===== src/qrv_pkg.sv =====
`default_nettype none

package qrv_pkg;

   // Fixed-point format of the quaternion and vector fields
   localparam int FRAC_BITS = 14;
   localparam int VEC_WIDTH = 16;
   localparam int QW        = FRAC_BITS + 2;
   localparam int OUT_W     = 20;

   // Register map
   localparam int NUM_REGS = 4;
   localparam int ADDR_W   = $clog2(4 * NUM_REGS);
   localparam int DATA_W   = 32;

   // Datapath widths
   localparam int SQ_W  = 2 * QW;                  // q component squared
   localparam int MV_W  = QW + VEC_WIDTH;          // q component times v component
   localparam int A_W   = 2 * QW + 2;              // w^2 - |u|^2
   localparam int D_W   = MV_W + 3;                // 2 (u.v)
   localparam int C_W   = MV_W + 1;                // u x v
   localparam int W2_W  = QW + 1;                  // 2 w
   localparam int PA_W  = A_W + VEC_WIDTH;
   localparam int PD_W  = D_W + QW;
   localparam int PC_W  = W2_W + C_W;
   localparam int ACC_W = PD_W + 2;

   localparam int OUT_MAX = 2 ** (OUT_W - 1) - 1;
   localparam int OUT_MIN = -(2 ** (OUT_W - 1));

   typedef logic signed [QW-1:0]        qcomp_type;
   typedef logic signed [VEC_WIDTH-1:0] vec_type;
   typedef logic signed [OUT_W-1:0]     out_type;

   typedef struct packed {
      qcomp_type x;
      qcomp_type y;
      qcomp_type z;
      qcomp_type w;
   } rot_type;

   typedef enum logic [1:0] {
      REG_X = 2'd0,
      REG_Y = 2'd1,
      REG_Z = 2'd2,
      REG_W = 2'd3
   } reg_idx_type;

   localparam qcomp_type ROT_W_RESET = QW'(2 ** FRAC_BITS);

endpackage

`default_nettype wire


===== src/qrv_csr.sv =====
`default_nettype none

module qrv_csr (
   input  wire logic                         clock,
   input  wire logic                         reset,
   input  wire logic                         psel,
   input  wire logic                         penable,
   input  wire logic                         pwrite,
   input  wire logic [qrv_pkg::ADDR_W-1:0]   paddr,
   input  wire logic [qrv_pkg::DATA_W-1:0]   pwdata,
   output      logic [qrv_pkg::DATA_W-1:0]   prdata,
   output      logic                         pready,
   output      qrv_pkg::rot_type             rot
);

   qrv_pkg::rot_type     rot_ff;
   qrv_pkg::rot_type     rot_in;
   qrv_pkg::reg_idx_type idx;
   qrv_pkg::qcomp_type   wval;
   qrv_pkg::qcomp_type   rval;
   logic                 wr;

   assign pready = 1'b1;
   assign idx    = qrv_pkg::reg_idx_type'(paddr[qrv_pkg::ADDR_W-1:2]);
   assign wr     = psel && penable && pwrite && pready;
   assign wval   = pwdata[qrv_pkg::QW-1:0];

   always_comb begin
      rot_in = rot_ff;
      if (wr) begin
         unique case (idx)
            qrv_pkg::REG_X: rot_in.x = wval;
            qrv_pkg::REG_Y: rot_in.y = wval;
            qrv_pkg::REG_Z: rot_in.z = wval;
            qrv_pkg::REG_W: rot_in.w = wval;
         endcase
      end
   end

   always_ff @(posedge clock) begin
      if (reset) begin
         rot_ff.x <= '0;
         rot_ff.y <= '0;
         rot_ff.z <= '0;
         rot_ff.w <= qrv_pkg::ROT_W_RESET;
      end else begin
         rot_ff <= rot_in;
      end
   end

   always_comb begin
      unique case (idx)
         qrv_pkg::REG_X: rval = rot_ff.x;
         qrv_pkg::REG_Y: rval = rot_ff.y;
         qrv_pkg::REG_Z: rval = rot_ff.z;
         qrv_pkg::REG_W: rval = rot_ff.w;
      endcase
   end

   assign prdata = qrv_pkg::DATA_W'(rval);
   assign rot    = rot_ff;

   a_wr_w: assert property (@(posedge clock) disable iff (reset)
      wr && (idx == qrv_pkg::REG_W) |=> rot.w == $past(wval))
      else $error("rot_w write not taken");

   a_no_wr_hold: assert property (@(posedge clock) disable iff (reset)
      !wr |=> rot == $past(rot))
      else $error("rotation registers changed without a write");

   a_reset_identity: assert property (@(posedge clock)
      reset |=> rot.w == qrv_pkg::ROT_W_RESET && rot.x == '0)
      else $error("reset value wrong");

endmodule

`default_nettype wire


===== config.mk =====
export PLATFORM = sky130hd
export DESIGN_NAME = qrv_csr
export DESIGN_NICKNAME = d
export VERILOG_FILES = /design/src/qrv_pkg.sv /design/src/qrv_csr.sv
export SDC_FILE = /design/constraint.sdc
export NUM_CORES = 1
export LEC_CHECK = 0
export ABC_AREA = 1
export BUFFER_PORTS_ARGS = -buffer_cell sky130_fd_sc_hd__buf_2
export CAP_MARGIN = 10
export CORE_MARGIN = 5
export CORE_UTILIZATION = 45
export CTS_BUF_LIST = sky130_fd_sc_hd__clkbuf_8 sky130_fd_sc_hd__clkbuf_16
export DETAILED_ROUTE_END_ITERATION = 12
export PLACE_DENSITY = 0.77
export SLEW_MARGIN = 20
export SYNTH_ARGS = -nofsm -noshare
export SYNTH_HDL_FRONTEND = slang
export SYNTH_SLANG_ARGS = --single-unit

===== constraint.sdc =====
create_clock -name clock -period 2.6 [get_ports clock]
set_clock_uncertainty 0.1 [all_clocks]
set_input_delay 0.39 -clock clock [delete_from_list [all_inputs] [get_ports clock]]
set_output_delay 0.39 -clock clock [all_outputs]
set_load 0.1 [all_outputs]

# == Yosys cells after proc, flatten, opt, wreduce, memory -nomap -nowiden ==
# Index checks and enable logic that the tools add are counted.
# op_classes
n_eq_ne,3
muxes,1
n_reduce_logical,7
# op_table
operator,count
one-hot mux 16 bit (4 select lines),1
AND reduction 2 bit,4
"equality test 2 bit, second input constant",2
"equality test 2 x 1 -> 1 bit, second input constant",1
logical AND 1 bit,2
zero test 2 bit,1
# word_totals
regBits,64
elab_cells,15

# == Longest topological paths before layout ==
# Gate-level depths: netlist of run 1.
# logic_depth
depth_word,3
ltp_mapped,6

# == Least setup slack after synthesis of run 1 ==
# OpenSTA, ideal clock, no wires.
# synth_path
path_kind,reg-to-output
from,"register rot_ff, in the netlist rot[15]"
to,output prdata[16] in the netlist's numbering
t_arrival_ns,2.761
t_required_ns,2.110
path_slack_ns,-0.651
stages_incl_launch_ff,4
n_path_buf,1
path_cell_list,dfxtp_1 -> nand2_1 -> nand4_1 -> buf_4
# synth_via
elab_chain_len,1
# synth_lines
item,line,source
start: declaration,qrv_csr.sv:16,qrv_pkg::rot_type rot_ff;
start signal: assignment,qrv_csr.sv:47,rot_ff <= rot_in;
one-hot mux 16 bit (4 select lines),qrv_csr.sv:52,unique case (idx)
end: declaration,qrv_csr.sv:11,"output logic [qrv_pkg::DATA_W-1:0] prdata,"
# Every way passes these cells.

# == Worst setup path in the final report of run 1 ==
# layout_path
from,input paddr[2] in the netlist's numbering
to,output prdata[22] in the netlist's numbering
# layout_via
elab_chain_len,2
elab_cells_between_ends,5
cone_classes,eq/ne (3); mux (1); reduce/logical (1)
# layout_lines
item,line,source
start: declaration,qrv_csr.sv:9,"input wire logic [qrv_pkg::ADDR_W-1:0] paddr,"
equality test 2 bit (tied with other cells),qrv_csr.sv:52,
one-hot mux 16 bit (4 select lines) (*),qrv_csr.sv:52,
# Every way passes the cells marked *; elsewhere a longest branch is shown, timed or not.

==> qor.yml, run 1 <==
status: "finished clean"
cts_buffers: 9
cts_root_buffer: "clkbuf_8"
setup_viol: 0
path_clk_slew_ps: 70
track_usage_pct: 21.0
hold_depth: 3
dpl_cell_area_um2: 4190
power.density_nw_per_um2: 591
rsz0062_at_grt: "no"
startpoint: "paddr[2]"
hp-class: "input pin to flop"
power_leakage_nw: 2.07
timing.fmax_mhz: 459
core_area_um2: 6790
finalWirelength_mm: 9.35
insertion_delay_ps: 340
synthFlopType: "dfxtp_1"
async_flop_share_pct: 0
wl_per_cell_um: 13.8
synth_top_area_cell: "dfxtp_1"
startpoint_type: "input pin"
post-route-util_pct: 65.2
min-delay-start: "pwdata[14]"
synth.distinct_cells: 17
dieHeight_um: 93.5
ys_ff_latch: 64
finalCriticalPeriod_ps: 2180
grt_overflow: 0
grt_max_degree: 30
max_cap_viol_count: 0
cts_tree: "built"
cts.htree.levels: 3
ant_nets: 0
cts_resized: 0
grt_pass1_wl_mm: 14.8
min_period_over_period_pct: 83.8
grt_pass1_vias: 3084
crit_required_ps: 2110
finalSetupTns_ps: 0
synthTopCellsByArea: "dfxtp_1 (41%), nand2_1 (16%), nor2_1 (15%)"
slew_violations: 0
start_util_pct: 46.1
cts_setup_buffers: 0
diodes: 0
die_area_um2: 8730
antenna_found_initial: 0
hold_buffers: 0
synth_most_common_cell: "nand2_1"
clockBufferDepth: 2
reg2reg_depth: 2
avgSynthCellArea_um2: 6.53
slew_headroom_pct: 58.7
hpwlAfterDp_mm: 6.52
vias: 3403
worstPathMaxFanout: 17
postSynthCellCount: 480
synth_nets: 521
synth_top_area_share_pct: 40.9
postLayoutCellArea_um2: 4430
peakVddDrop_mv: 0.267
syn_area_um2: 3130
max_slew.worst_pin.slew_ps: 618
vias_per_cell: 5.03
dr.pass1.iters: 5
end_kind: "primary output"
io_pins: 138
hold_violations: 0
arrival_ps: 1690
synth_warnings: 0
num_rows: 30
critical_path_class: "input pin to primary output"
largest_reg_flops: 64
clock_sinks: 64
synth_common_cells: "nand2_1 (133), nor2_1 (127), dfxtp_1 (64), nand3_1 (64), buf_4 (24)"
synth-edff-count: 0
area_growth_pct: 41.4
reg2reg_from: "rot[46]"
die_w_um: 93.5
drive_gt1_share_pct: 28.2
drt_iter0_markers: 149
place_congestion: 0.802
drc: 0
yosysSeqAreaShare_pct: 40.9
total_power_w: 0.00262
finalNetCount: 617
portBuffers: 118
## cells in the final DEF, fill, tap and decap left out
master      Yosys  routed
buf_12          0      33
buf_2          13      86
buf_4          24      11
bufinv_16       0       3
clkbuf_8        0       9
clkinv_2        0       1
clkinv_4        0       2
clkinvlp_4      0       1
conb_1          1       1
dfxtp_1        64      60
dfxtp_2         0       4
inv_1          19      17
inv_2           2       1
inv_4           0       2
inv_6           0       1
nand2_1       133     132
nand2_8         0       1
nand3_1        64      64
nand3_4         1       1
nand4_1        16      16
nor2_1        127     126
nor2_2          2       1
nor2_4          5       7
o21ai_0         1       1
## critical path: stages
cell	delay, ps
buf_2	230
inv_4	60
nor2_4	290
nand2_1	100
nand4_1	150
buf_12	250
buf_12	210
## report_power, final
part / leakage [nW] / total (W) / switching [W] / internal [W]
sequential: 0.520 / 0.00102 / 0.0000168 / 0.00100
combinational: 1.43 / 0.000553 / 0.000423 / 0.000131
clock: 0.119 / 0.00105 / 0.000413 / 0.000638
## metrics by stage
step                hold slack, ps  worst slack (ps)  std cells
detailed placement             376               426        661
finish                         226               422        677
CTS                            212               421        677
global placement               368               454        661
global route                   227               326        677
floorplan                      416              -458        480
## logic make-up after synthesis
kind of cell	after synthesis	share of synthesized area (%)
simple gates	348	47.3
flops	64	40.9
compound gates	1	0.160
other cells	1	0.120
buf+inv	66	11.5
## area by class of cell
type / instances / area (um2)
inverters: 21 / 88.8
flip-flops and latches: 64 / 1290
fillers: 587 / 2360
clock inverters: 7 / 120
repair buffers: 130 / 1170
multi-input cells: 350 / 1520
clock buffers: 9 / 124
well taps: 96 / 120
## layer usage
metal  global-route usage (%)  part of all wire (%)
met1                     26.5                    41
met2                     36.0                    48
met3                     3.78                   8.9
met4                     7.08                   1.2
met5                        0                     0
## worst paths after layout
path | slack [ps] | end
max reg2reg | 1830 | rot[46]
min reg2reg | 390 | rot[31]
max | 420 | prdata[22]
min | 230 | rot[14]
Note: power is estimated with default switching activity, not from simulation.
==> run 2, diff against run 1 <==
- clock period: 2.6 -> 2.2 ns (I/O delays scaled with it)
==> qor.yml, run 2 (synthesized netlist as in run 1, its figures left out) <==
grt_overflow: 0  # unchanged
drc: 0  # unchanged
worstPathMaxFanout: 22  # was 17
post-route-util_pct: 66.4  # was 65.2%
cp_top_family: "buffers and inverters"  # unchanged
insertion_delay_ps: 340  # about the same
p_int_w: 0.00195  # was 0.00177 W
critical_path_depth: 7  # unchanged
startpoint_type: "input pin"  # unchanged
rr_endpoint: "rot[43]"  # was rot[46]
wl_per_cell_um: 14.0  # was 13.8 um
p_sw_share_pct: 33.1  # was 32.5%
max_cap_viol_count: 0  # unchanged
slew_violations: 0  # unchanged
cts_resized: 0  # unchanged
cp_slowest_stage_delay_ps: 300  # was 290 ps
min_period_over_period_pct: 86.7
grt_pass1_wl_mm: 15.4  # was 14.8 mm
reg2reg_from: "rot[43]"  # was rot[46]
cts_buffers: 9  # unchanged
start_util_pct: 46.1  # unchanged
vias: 3407  # was 3403
path_clk_slew_ps: 70  # about the same
area_growth_pct: 43.8  # was 41.4%
final_cell_mix: "nand2_1 (132), nor2_1 (126), buf_2 (86)"  # unchanged
cp.buffers_inverters: 4  # unchanged
core_area_um2: 6790  # unchanged
timing.fmax_mhz: 524
max_slew.worst_pin.slew_ps: 518  # was 618 ps
hold_violations: 0  # unchanged
endpoint: "prdata[6]"  # was prdata[22]
drive_gt1_share_pct: 38.0  # was 28.2%
num_rows: 30  # unchanged
antenna_found_initial: 0  # unchanged
status: "finished clean"  # unchanged
die_w_um: 93.5  # unchanged
postLayoutCellArea_um2: 4510  # was 4430 um2
clockBufferDepth: 2  # unchanged
layout_commonest_cell: "nand2_1"  # unchanged
fillers: 577  # was 587
finalWirelength_mm: 9.45  # was 9.35 mm
largest_reg_flops: 64  # unchanged
place_congestion: 0.797  # was 0.802
die_area_um2: 8730  # unchanged
hold_buffers: 0  # unchanged
arrival_ps: 1480  # was 1690 ps
power.share.clock_pct: 36.1  # was 40.1%
dpl_cell_area_um2: 4300  # was 4190 um2
clock_sinks: 64  # unchanged
power_frac_comb_pct: 22.6  # was 21.1%
hold_ws_ps: 119  # was 226 ps
io_pins: 138  # unchanged
ant_nets: 0  # unchanged
drt_iter0_markers: 238  # was 149
ff2ff_setup_slack_ps: 1460  # was 1830 ps
power_frac_seq_pct: 41.2  # was 38.8%
crit_slowest_cell: "buf_4"  # was nor2_4
power.density_nw_per_um2: 647  # was 591 nW/um2
dp_cells: 661  # unchanged
finalNetCount: 617  # unchanged
worstPathCellList: "buf_2 > inv_4 > nor2_4 > buf_4 > nand2_1 > nand4_1 > buf_12"  # was buf_2 > inv_4 > nor2_4 > nand2_1 > nand4_1 > buf_12 > buf_12
setup_viol: 0  # unchanged
power_switching_w: 0.000966  # was 0.000852 W
crit_required_ps: 1770  # was 2110 ps
power_leakage_nw: 2.11  # was 2.07 nW
track_usage_pct: 22.2  # was 21.0%
slew_headroom_pct: 65.4  # was 58.7%
rsz0062_at_grt: "no"  # unchanged
reg2reg_depth: 2  # unchanged
cts.htree.levels: 3  # unchanged
dr.pass1.iters: 5  # unchanged
end_kind: "primary output"  # unchanged
cts_setup_buffers: 0  # unchanged
instances_no_fill: 677  # unchanged
portBuffers: 118  # unchanged
vias_per_cell: 5.03  # about the same
cts_tree: "built"  # unchanged
critical_path_class: "input pin to primary output"  # unchanged
grt_max_degree: 64  # was 30
hp-class: "input pin to flop"  # unchanged
hpwlAfterDp_mm: 6.49  # was 6.52 mm
finalCriticalPeriod_ps: 1910
startpoint: "paddr[2]"  # unchanged
dieHeight_um: 93.5  # unchanged
cts_root_buffer: "clkbuf_8"  # unchanged
peakVddDrop_mv: 0.416  # was 0.267 mV
diodes: 0  # unchanged
grt_pass1_vias: 3231  # was 3084
## run 2: how the worst min path moves through the flow
stage / slack (ps) / cells after the start / startpoint / to
finish: 120 / 3 / pwdata[14] / rot[14]
global route: 150 / 3 / pwdata[14] / rot[14]
CTS: 120 / 3 / pwdata[14] / rot[14]
detailed placement: 370 / 2 / rot[7] / rot[7]
global placement: 370 / 2 / rot[39] / rot[39]
floorplan: 360 / 2 / pwdata[14] / rot[14]
## run 2: routing by layer
| metal | vias to the layer above | wire (um) | share of wire, % | GRT usage [%] |
|---|---|---|---|---|
| met5 | - | 0 | 0 | 0 |
| met4 | 0 | 224 | 2.4 | 10.0 |
| met3 | 17 | 858 | 9.1 | 4.99 |
| met2 | 152 | 4700 | 50 | 37.6 |
| met1 | 1561 | 3660 | 39 | 26.5 |
| li1 | 1677 | - | - | - |
## run 2: layout make-up
| cell class | instances | area [um2] | area share (%) |
|---|---|---|---|
| Tap cell | 96 | 120 | 2.66 |
| Clock buffer | 11 | 163 | 3.61 |
| Clock inverter | 5 | 46.3 | 1.03 |
| Sequential cell | 64 | 1370 | 30.4 |
| Inverter | 21 | 88.8 | 1.97 |
| Multi-Input combinational cell | 350 | 1520 | 33.7 |
| Timing Repair Buffer | 130 | 1200 | 26.6 |
## run 2: worst register-to-register path, cell delays in order (launching register included)
cell	delay, ps
dfxtp_2	340
nor2_1	130
nor2_1	60
## run 2: per-stage QoR
stage	setup WS (ps)	power [W]	TNS (ps)
6_report	292	0.00292	0
5_1_grt	223	0.00303	0
4_1_cts	290	0.00293	0
3_5_place_dp	305	0.00189	0
3_3_place_gp	331	0.00188	0
2_1_floorplan	-732	0.00173	-11740
## run 2: power by group through the flow
stage / Combinational (W) / Clock [W] / Sequential (W)
2_1_floorplan: 0.000314 / 0 / 0.00141
3_3_place_gp: 0.000652 / 0 / 0.00123
3_5_place_dp: 0.000660 / 0 / 0.00123
4_1_cts: 0.000660 / 0.00107 / 0.00120
5_1_grt: 0.000693 / 0.00113 / 0.00121
6_report: 0.000660 / 0.00105 / 0.00120
==> run 3, diff against run 2 <==
- CORE_UTILIZATION: 45 -> 42
- PLACE_DENSITY: 0.77 -> 0.72
==> qor.yml, run 3 (synthesized netlist as in run 1, its figures left out) <==
status: "finished clean"  # unchanged
drive_gt1_share_pct: 38.3  # was 38.0%
worstPathMaxFanout: 17  # was 22
vias: 3281  # was 3407
startpoint_type: "input pin"  # unchanged
reg2reg_depth: 2  # unchanged
dpl_cell_area_um2: 4300  # about the same
hp-class: "input pin to flop"  # unchanged
slew_headroom_pct: 65.5  # was 65.4%
dp_slack_ps: 286  # was 305 ps
drc: 0  # unchanged
arrival_ps: 1470  # was 1480 ps
cts_setup_buffers: 0  # unchanged
timing.fmax_mhz: 525  # was 524 MHz
hold_buffers: 0  # unchanged
hold_depth: 3  # unchanged
hold_end: "rot[14]"  # unchanged
vias_per_cell: 4.84  # was 5.03
num_rows: 31  # was 30
cts.htree.levels: 3  # unchanged
reg2reg_from: "rot[15]"  # was rot[43]
finalWirelength_mm: 9.37  # was 9.45 mm
power_leakage_nw: 2.07  # was 2.11 nW
finalSetupTns_ps: 0  # unchanged
portBuffers: 118  # unchanged
finalCriticalPeriod_ps: 1900  # was 1910 ps
hold_violations: 0  # unchanged
finalNetCount: 615  # was 617
setup_viol: 0  # unchanged
track_usage_pct: 21.3  # was 22.2%
layout_commonest_cell: "nand2_1"  # unchanged
drt_iter0_markers: 146  # was 238
min_period_over_period_pct: 86.6  # was 86.7%
dieHeight_um: 96.4  # was 93.5 um
cts_buffers: 9  # unchanged
grt_max_degree: 65  # was 64
power.density_nw_per_um2: 622  # was 647 nW/um2
path_clk_slew_ps: 70  # about the same
grt_overflow: 0  # unchanged
cts_root_buffer: "clkbuf_8"  # unchanged
grt_pass1_vias: 3173  # was 3231
peakVddDrop_mv: 0.327  # was 0.416 mV
start_util_pct: 43.2  # was 46.1%
post-route-util_pct: 61.8  # was 66.4%
cp.buffers_inverters: 4  # unchanged
fin_ws_ps: 296  # was 292 ps
end_kind: "primary output"  # unchanged
cp_slowest_stage_delay_ps: 240  # was 300 ps
cts_resized: 0  # unchanged
rsz0062_at_grt: "no"  # unchanged
hold_ws_ps: 152  # was 119 ps
slew_violations: 0  # unchanged
wl_per_cell_um: 13.8  # was 14.0 um
ff2ff_setup_slack_ps: 1480  # was 1460 ps
max_slew.worst_pin.slew_ps: 517  # was 518 ps
diodes: 0  # unchanged
worstPathCellList: "buf_2 > nand2_8 > inv_4 > nand2_1 > nand4_1 > buf_12 > buf_12"  # was buf_2 > inv_4 > nor2_4 > buf_4 > nand2_1 > nand4_1 > buf_12
die_area_um2: 9290  # was 8730 um2
critical_path_class: "input pin to primary output"  # unchanged
die_w_um: 96.4  # was 93.5 um
clockBufferDepth: 2  # unchanged
startpoint: "paddr[3]"  # was paddr[2]
ant_nets: 0  # unchanged
rr_endpoint: "rot[15]"  # was rot[43]
max_cap_viol_count: 0  # unchanged
worst_path_most_repeated_cell: "buf_12"
hpwlAfterDp_mm: 6.39  # was 6.49 mm
cts_tree: "built"  # unchanged
crit_slowest_cell: "buf_2"  # was buf_4
place_congestion: 0.792  # was 0.797
postLayoutCellArea_um2: 4480  # was 4510 um2
largest_reg_flops: 64  # unchanged
io_pins: 138  # unchanged
cp_top_family: "buffers and inverters"  # unchanged
insertion_delay_ps: 350  # was 340 ps
area_growth_pct: 43.0  # was 43.8%
final_cell_mix: "nand2_1 (132), nor2_1 (126), buf_2 (86)"  # unchanged
core_area_um2: 7250  # was 6790 um2
dr.pass1.iters: 4  # was 5
grt_pass1_wl_mm: 15.2  # was 15.4 mm
clock_sinks: 64  # unchanged
crit_required_ps: 1770  # about the same
antenna_found_initial: 0  # unchanged
min-delay-start: "pwdata[14]"  # unchanged
-- run 3: worst max path at each step --
stage	cells after the start	to	slack (ps)
final	7	prdata[27]	300
after global routing	7	prdata[25]	210
after CTS	7	prdata[17]	290
after detailed placement	7	prdata[17]	290
after global placement	7	prdata[17]	310
after floorplan	6	prdata[16]	-730
-- run 3: cell type report --
| type | instances | area [um2] |
|---|---|---|
| inverters | 21 | 88.8 |
| well taps | 99 | 124 |
| fillers | 678 | 2770 |
| multi-input cells | 350 | 1520 |
| repair buffers | 128 | 1200 |
| clock inverters | 6 | 45.0 |
| flip-flops and latches | 64 | 1370 |
| clock buffers | 10 | 138 |
-- run 3: report_power, final --
part / internal [W] / leakage, nW / switching, W
registers: 0.00118 / 0.549 / 0.0000194
logic: 0.000159 / 1.44 / 0.000498
clock network: 0.000440 / 0.0845 / 0.000486
total: 0.00178 / 2.07 / 0.00100
-- run 3: routing by layer --
layer / routed length (um) / global-route usage [%] / share of wire [%] / up-vias
li1: - / - / - / 1677
met1: 3940 / 26.4 / 42 / 1486
met2: 4620 / 35.9 / 49 / 108
met3: 678 / 4.42 / 7.2 / 10
met4: 132 / 9.35 / 1.4 / 0
met5: 0 / 0 / 0 / -
-- run 3: per-stage QoR --
step,std cells,total power [W]
after floorplan,480,0.00173
after global placement,662,0.00188
after detailed placement,662,0.00189
after CTS,678,0.00281
after global routing,678,0.00291
final,678,0.00279
-- run 3: worst min-delay path: cells and delay by family --
kind / cells / cell delay (ps)
buffers and inverters: 1 / 100
and+or+nand+nor: 2 / 130
